$ cat src/rtl/core/dar_pm_pkg.sv
`default_nettype none
// ----------------------------------------------------------------------------
// dar_pm_pkg: shared types and constants of the radix page map
// Geometry constants, word types, controller state and the command and
// status groups between controller and datapath.
// ----------------------------------------------------------------------------
package dar_pm_pkg;

  localparam int LEVEL_BITS = 9;
  localparam int POOL_PAGES = 256;
  localparam int PAGE_BITS  = 12;

  localparam int ADDR_W         = 48;
  localparam int PA_W           = 20;
  localparam int NUM_LEVELS     = 4;
  localparam int LEVEL_W        = $clog2(NUM_LEVELS);
  localparam int WORD_IDX_BITS  = PAGE_BITS - 3;
  localparam int WORDS_PER_PAGE = 1 << WORD_IDX_BITS;
  localparam int PAGE_NUM_BITS  = $clog2(POOL_PAGES);
  localparam int CNT_BITS       = $clog2(POOL_PAGES + 1);
  localparam int MEM_DEPTH      = POOL_PAGES * WORDS_PER_PAGE;
  localparam int MEM_ADDR_BITS  = PAGE_NUM_BITS + WORD_IDX_BITS;

  typedef enum logic [1:0] {
    OP_TRANSLATE  = 2'd0,
    OP_TRANSLATE_ALLOC = 2'd1,
    OP_FILL       = 2'd2,
    OP_CHECK      = 2'd3
  } op_t;

  typedef struct packed {
    op_t               op;
    logic [ADDR_W-1:0] address;
    logic [7:0]        value;
    logic              run_end;
  } in_word_t;

  typedef struct packed {
    logic            ok;
    logic [PA_W-1:0] pool_address;
    logic            byte_matches;
    logic            run_ok;
  } out_word_t;

  typedef enum logic [2:0] {
    ST_CLEAR,
    ST_IDLE,
    ST_ROOT,
    ST_LVL_RD,
    ST_LVL_CHK,
    ST_DATA_RD,
    ST_DATA_CHK,
    ST_FINISH
  } state_t;

  typedef struct packed {
    logic capture;
    logic clear;
    logic root;
    logic lvl_rd;
    logic lvl_chk;
    logic data_rd;
    logic data_chk;
    logic finish;
  } cmd_t;

  typedef struct packed {
    logic clear_last;
    logic skip;
    logic root_ok;
    logic step_ok;
    logic level_zero;
    logic data_op;
  } status_t;

  // Table index of one level, wrapped to the word count of a page.
  function automatic logic [WORD_IDX_BITS-1:0] table_index(
    input logic [ADDR_W-1:0]  addr,
    input logic [LEVEL_W-1:0] level
  );
    logic [ADDR_W-1:0]     sh;
    logic [LEVEL_BITS-1:0] idx;
    sh  = addr >> (PAGE_BITS + LEVEL_BITS * int'(level));
    idx = sh[LEVEL_BITS-1:0];
    return WORD_IDX_BITS'(idx);
  endfunction

  // Low bits of the byte offset of an address within the pool.
  function automatic logic [PA_W-1:0] pool_offset(
    input logic [PAGE_NUM_BITS-1:0] page,
    input logic [PAGE_BITS-1:0]     off
  );
    logic [63:0] b;
    b = (64'(page) << PAGE_BITS) | 64'(off);
    return b[PA_W-1:0];
  endfunction

endpackage
`default_nettype wire

$ cat src/rtl/core/dar_pm_ctrl.sv
`default_nettype none
// ----------------------------------------------------------------------------
// dar_pm_ctrl: sequencer of the page map walk
// Steps the datapath through the clearing pass, the root check, the four
// table levels and the data access of one word.
// ----------------------------------------------------------------------------
module dar_pm_ctrl (
  input  wire logic                clk,
  input  wire logic                rst_n,
  input  wire logic                start,
  input  wire dar_pm_pkg::status_t status,
  output dar_pm_pkg::cmd_t         cmd,
  output logic                     busy
);
  import dar_pm_pkg::*;

  state_t state_r, state_nxt;

  always_comb begin
    state_nxt = state_r;
    unique case (state_r)
      ST_CLEAR: begin
        if (status.clear_last) state_nxt = ST_IDLE;
      end
      ST_IDLE: begin
        if (start) state_nxt = ST_ROOT;
      end
      ST_ROOT: begin
        if (status.skip || !status.root_ok) state_nxt = ST_FINISH;
        else state_nxt = ST_LVL_RD;
      end
      ST_LVL_RD: state_nxt = ST_LVL_CHK;
      ST_LVL_CHK: begin
        if (!status.step_ok) state_nxt = ST_FINISH;
        else if (!status.level_zero) state_nxt = ST_LVL_RD;
        else if (status.data_op) state_nxt = ST_DATA_RD;
        else state_nxt = ST_FINISH;
      end
      ST_DATA_RD:  state_nxt = ST_DATA_CHK;
      ST_DATA_CHK: state_nxt = ST_FINISH;
      ST_FINISH:   state_nxt = ST_IDLE;
      default:     state_nxt = ST_CLEAR;
    endcase
  end

  always_comb begin
    cmd  = '0;
    busy = 1'b1;
    unique case (state_r)
      ST_CLEAR: cmd.clear = 1'b1;
      ST_IDLE: begin
        busy        = 1'b0;
        cmd.capture = start;
      end
      ST_ROOT:     cmd.root     = !status.skip;
      ST_LVL_RD:   cmd.lvl_rd   = 1'b1;
      ST_LVL_CHK:  cmd.lvl_chk  = 1'b1;
      ST_DATA_RD:  cmd.data_rd  = 1'b1;
      ST_DATA_CHK: cmd.data_chk = 1'b1;
      ST_FINISH:   cmd.finish   = 1'b1;
      default:     cmd = '0;
    endcase
  end

  always_ff @(posedge clk) begin
    if (!rst_n) begin
      state_r <= ST_CLEAR;
    end else begin
      state_r <= state_nxt;
    end
  end

endmodule
`default_nettype wire

$ cat config.mk
export PLATFORM = sky130hd
export DESIGN_NAME = dar_pm_ctrl
export DESIGN_NICKNAME = d
export VERILOG_FILES = /design/src/rtl/core/dar_pm_pkg.sv /design/src/rtl/core/dar_pm_ctrl.sv
export SDC_FILE = /design/constraint.sdc
export NUM_CORES = 1
export LEC_CHECK = 0
export BUFFER_PORTS_ARGS = -buffer_cell sky130_fd_sc_hd__buf_2
export CAP_MARGIN = 20
export CORE_AREA = 2 2 39 41
export CTS_BUF_LIST = sky130_fd_sc_hd__clkbuf_2 sky130_fd_sc_hd__clkbuf_4 sky130_fd_sc_hd__clkbuf_8
export CTS_CLUSTER_DIAMETER = 60
export CTS_CLUSTER_SIZE = 16
export DETAILED_ROUTE_END_ITERATION = 10
export DIE_AREA = 0 0 41 43
export SETUP_SLACK_MARGIN = 0.5
export SYNTH_ARGS = -nofsm -noshare
export SYNTH_HDL_FRONTEND = slang
export SYNTH_SLANG_ARGS = --single-unit
$ cat constraint.sdc
create_clock -name clk -period 1.1 [get_ports clk]
set_input_delay 0.055 -clock clk [delete_from_list [all_inputs] [get_ports clk]]
set_output_delay 0.055 -clock clk [all_outputs]
set_load 0.01 [all_outputs]
==> metrics.csv, run 1 <==
stage,metric,value,unit
run_status,run status,finished with violations,
run_status,violated checks,setup timing,
synth,"top cells by count, synth","7 x nor2_1, 3 x a21oi_1, 3 x dfxtp_1",
route,drt total wl,886,um
flow_run,MaxCap Viol Count,0,
route,1st-pass router iterations,3,
synth,"Top FF cell, synth",dfxtp_1,
cells_and_area,layout cells sized above 1,0.800,
worst_setup_path,critical path endpoint category,primary output,
route,First DRT Iteration DRCs,3,
route,WL met1,349,um
clocking,Sink Count,3,
worst_setup_path,"delay-heaviest family, CP",simple AND/OR/NAND/NOR gates,
sta,Worst Max-Slew Pin Slew,0.228,ns
route,Routed Antenna Nets,0,
floorplan,Initial Util,0.170,
sta,clock skew,0.000205,ns
clocking,CTS tree,built,
synth,syn_area_per_cell,7.13,um^2
power,power per cell area,1440,nW/um^2
floorplan,Total Die Area,1760,um^2
synth,most common cell in the netlist,nor2_1,
cells_and_area,register bank with the most flops,state_r,
route,routed vias,343,
place,PortBufs,17,
synth,number of synthesized flops with an enable pin,0,
power,P_leak,0.000244,uW
synth,"Cell Area, Synth",235,um^2
global_route,vias in the first global route,359,
synth,Async SR Flop Fraction,0,
synth,Synth Instances,33,
sta,RSZ-0062 raised after global routing,yes,
cells_and_area,area delta synth->final,122,%
worst_setup_path,peak fanout along the critical path,7,
cells_and_area,top flop regs,state_r (3),
global_route,initial antenna violation count,0,
power,Total Power,753,uW
route,DRC violations left,0,
route,detailed route wirelength on metal2,461,um
cells_and_area,post-route cell area,523,um^2
synth,Synthesized Nets,42,
synth,post-synth cell types,20,
sta,highest clock rate,885,MHz
floorplan,core area,1380,um^2
route,met3 WL,48,um
power,Sw Ratio,0.339,
floorplan,I/O pin count,18,
sta,"Setup violations, final",3,
hold_path,hold crit path type,input port to flop,
sta,final slew viol count,0,
synth,"Seq/Total Area, Yosys",0.255,
sta,part of the cycle the worst path needs,1.03,
route,uppermost layer routed,met4,
cells_and_area,Ant. Diodes,0,
worst_setup_path,Arrival @ worst endpoint,1.07,ns
floorplan,Die Y,43,um
sta,Final Hold Vio Count,0,
route,via density per instance,4.51,
worst_setup_path,CP dominant cell by count,nand2b_4,
worst_setup_path,Startpoint Class,flop,
place,placed cell areas,365,um^2
sta,TNS Setup,-0.0549,ns
clocking,CTS Root Cell,clkbuf_4,
cells_and_area,Final Net Count,70,
synth,"area leader, netlist",dfxtp_1,
synth,Synth area leaders,"dfxtp_1 26%, nor2_1 11%, buf_6 9.6%",
synth,#FFs+latches synth,3,
sta,worst hold slack,0.0849,ns
clocking,H-Tree Depth,1,
synth,yosys warns,0,
global_route,first-pass GRT wire length,1400,um
clocking,CTS Hold Bufs,0,
clocking,clk_lat worst skew,0.24,ns
floorplan,DIE WIDTH,41,um
synth,Synth top area share,0.255,
place,GPL Wtd Cong,0.761,
sta,crit path time final,1.13,ns
power,Logic pwr share,0.470,
clocking,"Reg clk slew, reported paths",0.04,ns
worst_setup_path,cell at the slowest stage of the critical path,dfxtp_4,
clocking,clock buffer depth,2,
worst_setup_path,Critical Path RT,1.04,ns
route,Avg WL per Cell,11.7,um
power,Peak VDD IR,0.463,mV
cells_and_area,Largest register FFs,3,
sta,Relative slew margins,0.846,
global_route,Total GRT Usage,0.121,
place,DP HPWL,525,um
floorplan,FP Rows,14,
global_route,pin count of the biggest net entering global routing,8,
power,net switching power,255,uW
sta,final worst slack,-0.0294,ns
power,Flop pwr share,0.230,
power,Clk network pwr share,0.300,
global_route,grt ovf,0,
worst_setup_path,worst path cell trace,nand2b_4 -> nand2b_4 -> nor2_4 -> buf_6,
clocking,cts bufs inserted,3,
power,P_int,498,uW
worst_setup_path,Crit Path Class,flop to primary output,
worst_setup_path,Critical Path Max Stage Delay,0.36,ns
worst_setup_path,WP buf/inv,1,
## power by group through the flow
stage / Clock [uW] / Combinational [uW] / Sequential (uW)
2_1_floorplan: 0 / 180 / 134
3_3_place_gp: 0 / 226 / 161
3_5_place_dp: 0 / 225 / 163
4_1_cts: 230 / 334 / 169
5_1_grt: 233 / 383 / 177
6_report: 226 / 354 / 173
## stage by stage
step / util / std cells / worst slack, ns
2_1_floorplan: - / 33 / 0.0729
3_3_place_gp: 0.264 / 67 / 0.0376
6_report: 0.378 / 76 / -0.0294
4_1_cts: 0.364 / 76 / -0.0257
3_5_place_dp: 0.264 / 67 / 0.0392
5_1_grt: 0.378 / 76 / -0.0644
## final cells by class
type	count	area, um^2
flip-flops and latches	3	71.3
fillers	152	861
clock buffers	4	30.0
well taps	16	20.0
multi-input cells	25	208
repair buffers	26	184
inverters	2	10.0
## per-layer routing
layer | GRT usage | vias up
li1 | - | 169
met3 | 0.0209 | 3
met1 | 0.122 | 158
met4 | 0.120 | 0
met2 | 0.191 | 13
met5 | 0 | -
## worst reg2reg max path: stages (launching register included)
cell	delay, ns
dfxtp_4	0.36
buf_6	0.12
nor2_4	0.10
buf_4	0.11
nand4_1	0.09
and3_1	0.17
## worst paths after layout
path	start	end	slack (ns)	depth (start not counted)
worst max-delay path	state_r[2]	cmd[7]	-0.03	4
worst min-delay path	rst_n	state_r[1]	0.08	2
worst max register to register	state_r[1]	state_r[1]	0.04	5
worst min register to register	state_r[1]	state_r[0]	0.65	3
## layout by cell type, fill, tap and decap left out, types with 2 or more instances in the layout
cell / netlist / routed
buf_6: 2 / 7
buf_4: 0 / 4
nor2_2: 0 / 3
dfxtp_4: 0 / 3
nor2_4: 0 / 2
buf_2: 1 / 15
nand2b_4: 0 / 2
nor2_1: 7 / 2
a21oi_2: 0 / 2
clkbuf_4: 0 / 4
## repair_timing
item / CTS / global route
setup buffers: 5 / 0
gates resized for setup: 20 / 4
hold endpoints to repair: 0 / 0
setup endpoints to repair: 12 / 12
pin swaps: 8 / 3
## cells by family after synthesis
kind of cell	count (synthesis)	share of synthesized area
and+or+nand+nor	20	0.479
AOI/OAI and AO/OA	5	0.117
DFF	3	0.255
buffers and inverters	5	0.149
Power figures use the tool's default switching activity.
==> inputs of run 2 (changes only) <==
- CELL_PAD_IN_SITES_DETAIL_PLACEMENT: unset -> 0
- CELL_PAD_IN_SITES_GLOBAL_PLACEMENT: unset -> 1
- PLACE_DENSITY_LB_ADDON: unset -> 0.1
- SKIP_LAST_GASP: unset -> 1
==> metrics.csv, run 2 (synthesized netlist as in run 1, its figures left out) <==
stage,metric,value,unit
place,Placed Cells,67,
power,P_int,484,uW
place,placed cell areas,365,um^2
route,DRC violations left,0,
floorplan,Initial Util,0.170,
route,drt total wl,856,um
cells_and_area,area delta synth->final,116,%
floorplan,I/O pin count,18,
run_status,violated checks,setup timing,
global_route,initial antenna violation count,0,
power,Total Power,719,uW
power,net switching power,236,uW
cells_and_area,top flop regs,state_r (3),
route,via density per instance,4.50,
worst_setup_path,Critical Path RT,1.04,ns
cells_and_area,Final Net Count,70,
cells_and_area,most frequent cells in the layout,"15 x buf_2, 7 x buf_6, 4 x clkbuf_4, 4 x buf_4",
global_route,grt ovf,0,
sta,Worst Max-Slew Pin Slew,0.299,ns
clocking,CTS Hold Bufs,0,
worst_setup_path,Startpoint Class,flop,
place,GPL Wtd Cong,0.638,
power,Flop pwr share,0.243,
sta,final slew viol count,0,
power,Peak VDD IR,0.435,mV
place,Placement Setup Slack,0.0329,ns
sta,clock skew,0.00436,ns
clocking,H-Tree Depth,1,
power,Clk network pwr share,0.302,
route,routed vias,342,
sta,final worst slack,-0.0221,ns
cells_and_area,fill count,149,
global_route,pin count of the biggest net entering global routing,8,
cells_and_area,Largest register FFs,3,
sta,crit path time final,1.12,ns
route,1st-pass router iterations,2,
sta,part of the cycle the worst path needs,1.02,
sta,RSZ-0062 raised after global routing,yes,
route,First DRT Iteration DRCs,1,
run_status,run status,finished with violations,
floorplan,FP Rows,14,
power,Sw Ratio,0.328,
cells_and_area,register bank with the most flops,state_r,
sta,highest clock rate,891,MHz
clocking,clk_lat worst skew,0.23,ns
floorplan,core area,1380,um^2
floorplan,Die Y,43,um
global_route,first-pass GRT wire length,1370,um
power,P_leak,0.000244,uW
sta,Relative slew margins,0.798,
clocking,CTS Root Cell,clkbuf_4,
clocking,cts bufs inserted,3,
cells_and_area,Final Non-Filler Cells,76,
place,PortBufs,17,
global_route,Total GRT Usage,0.112,
clocking,CTS tree,built,
cells_and_area,"commonest non-fill, non-tap cell in the layout",buf_2,
cells_and_area,Ant. Diodes,0,
worst_setup_path,critical path endpoint category,primary output,
cells_and_area,post-route cell area,508,um^2
worst_setup_path,Crit Path Class,flop to primary output,
sta,"Setup violations, final",2,
route,Routed Antenna Nets,0,
power,power per cell area,1420,nW/um^2
worst_setup_path,Arrival @ worst endpoint,1.07,ns
clocking,"Reg clk slew, reported paths",0.04,ns
place,DP HPWL,558,um
cells_and_area,layout cells sized above 1,0.750,
floorplan,DIE WIDTH,41,um
clocking,Sink Count,3,
flow_run,MaxCap Viol Count,0,
hold_path,hold crit path type,input port to flop,
route,Avg WL per Cell,11.3,um
worst_setup_path,peak fanout along the critical path,7,
sta,Final Hold Vio Count,0,
power,Logic pwr share,0.455,
cells_and_area,Final Util,0.367,
global_route,vias in the first global route,343,
clocking,clock buffer depth,2,
floorplan,Total Die Area,1760,um^2
-- run 2: what timing repair did --
| item | 4_1_cts | 5_1_grt |
|---|---|---|
| buffers inserted | 4 | 1 |
| gates resized for setup | 21 | 0 |
| setup endpoints to repair | 12 | 12 |
| endpoints found under the hold margin | 0 | 0 |
| pin swaps | 10 | 0 |
-- run 2: path summary, 6_finish.rpt --
check	from	endpoint	slack (ns)	cells past startpoint
setup / recovery	state_r[2]	cmd[7]	-0.02	4
hold / removal	rst_n	state_r[0]	0.09	3
setup reg to reg	state_r[1]	state_r[1]	0.04	4
hold reg to reg	state_r[1]	state_r[0]	0.64	3
-- run 2: metrics by stage --
stage                     setup TNS (ns)  hold WS, ns
final                            -0.0315       0.0887
after global routing              -0.416       0.0990
after CTS                        -0.0395       0.0835
after detailed placement               0        0.327
after global placement                 0        0.322
after floorplan                        0        0.157
-- run 2: cell type report --
cell class / instances / area, um^2 / area share
clock buffers: 4 / 30.0 / 0.0591
inverters: 2 / 10.0 / 0.0197
multi-input cells: 25 / 193 / 0.379
flip-flops and latches: 3 / 71.3 / 0.140
well taps: 16 / 20.0 / 0.0394
repair buffers: 26 / 184 / 0.362
-- run 2: layer usage --
metal,part of all wire,GRT usage,vias up
met5,0,0,-
met4,0,0.0800,0
met3,0.035,0.0157,0
met2,0.56,0.169,9
met1,0.40,0.137,165
li1,-,-,168
-- run 2: power by group through the flow --
stage	clock [uW]	sequential (uW)	combinational [uW]
global route	242	178	356
global placement	0	164	225
finish	217	175	327
floorplan	0	134	180
CTS	225	174	316
detailed placement	0	165	226
-- run 2: worst max-delay path, cell delays in order (launching register included) --
cell and delay, ns:
dfxtp_4 0.36, nand2b_4 0.15, nand2b_4 0.15, nor2_4 0.08, buf_6 0.10
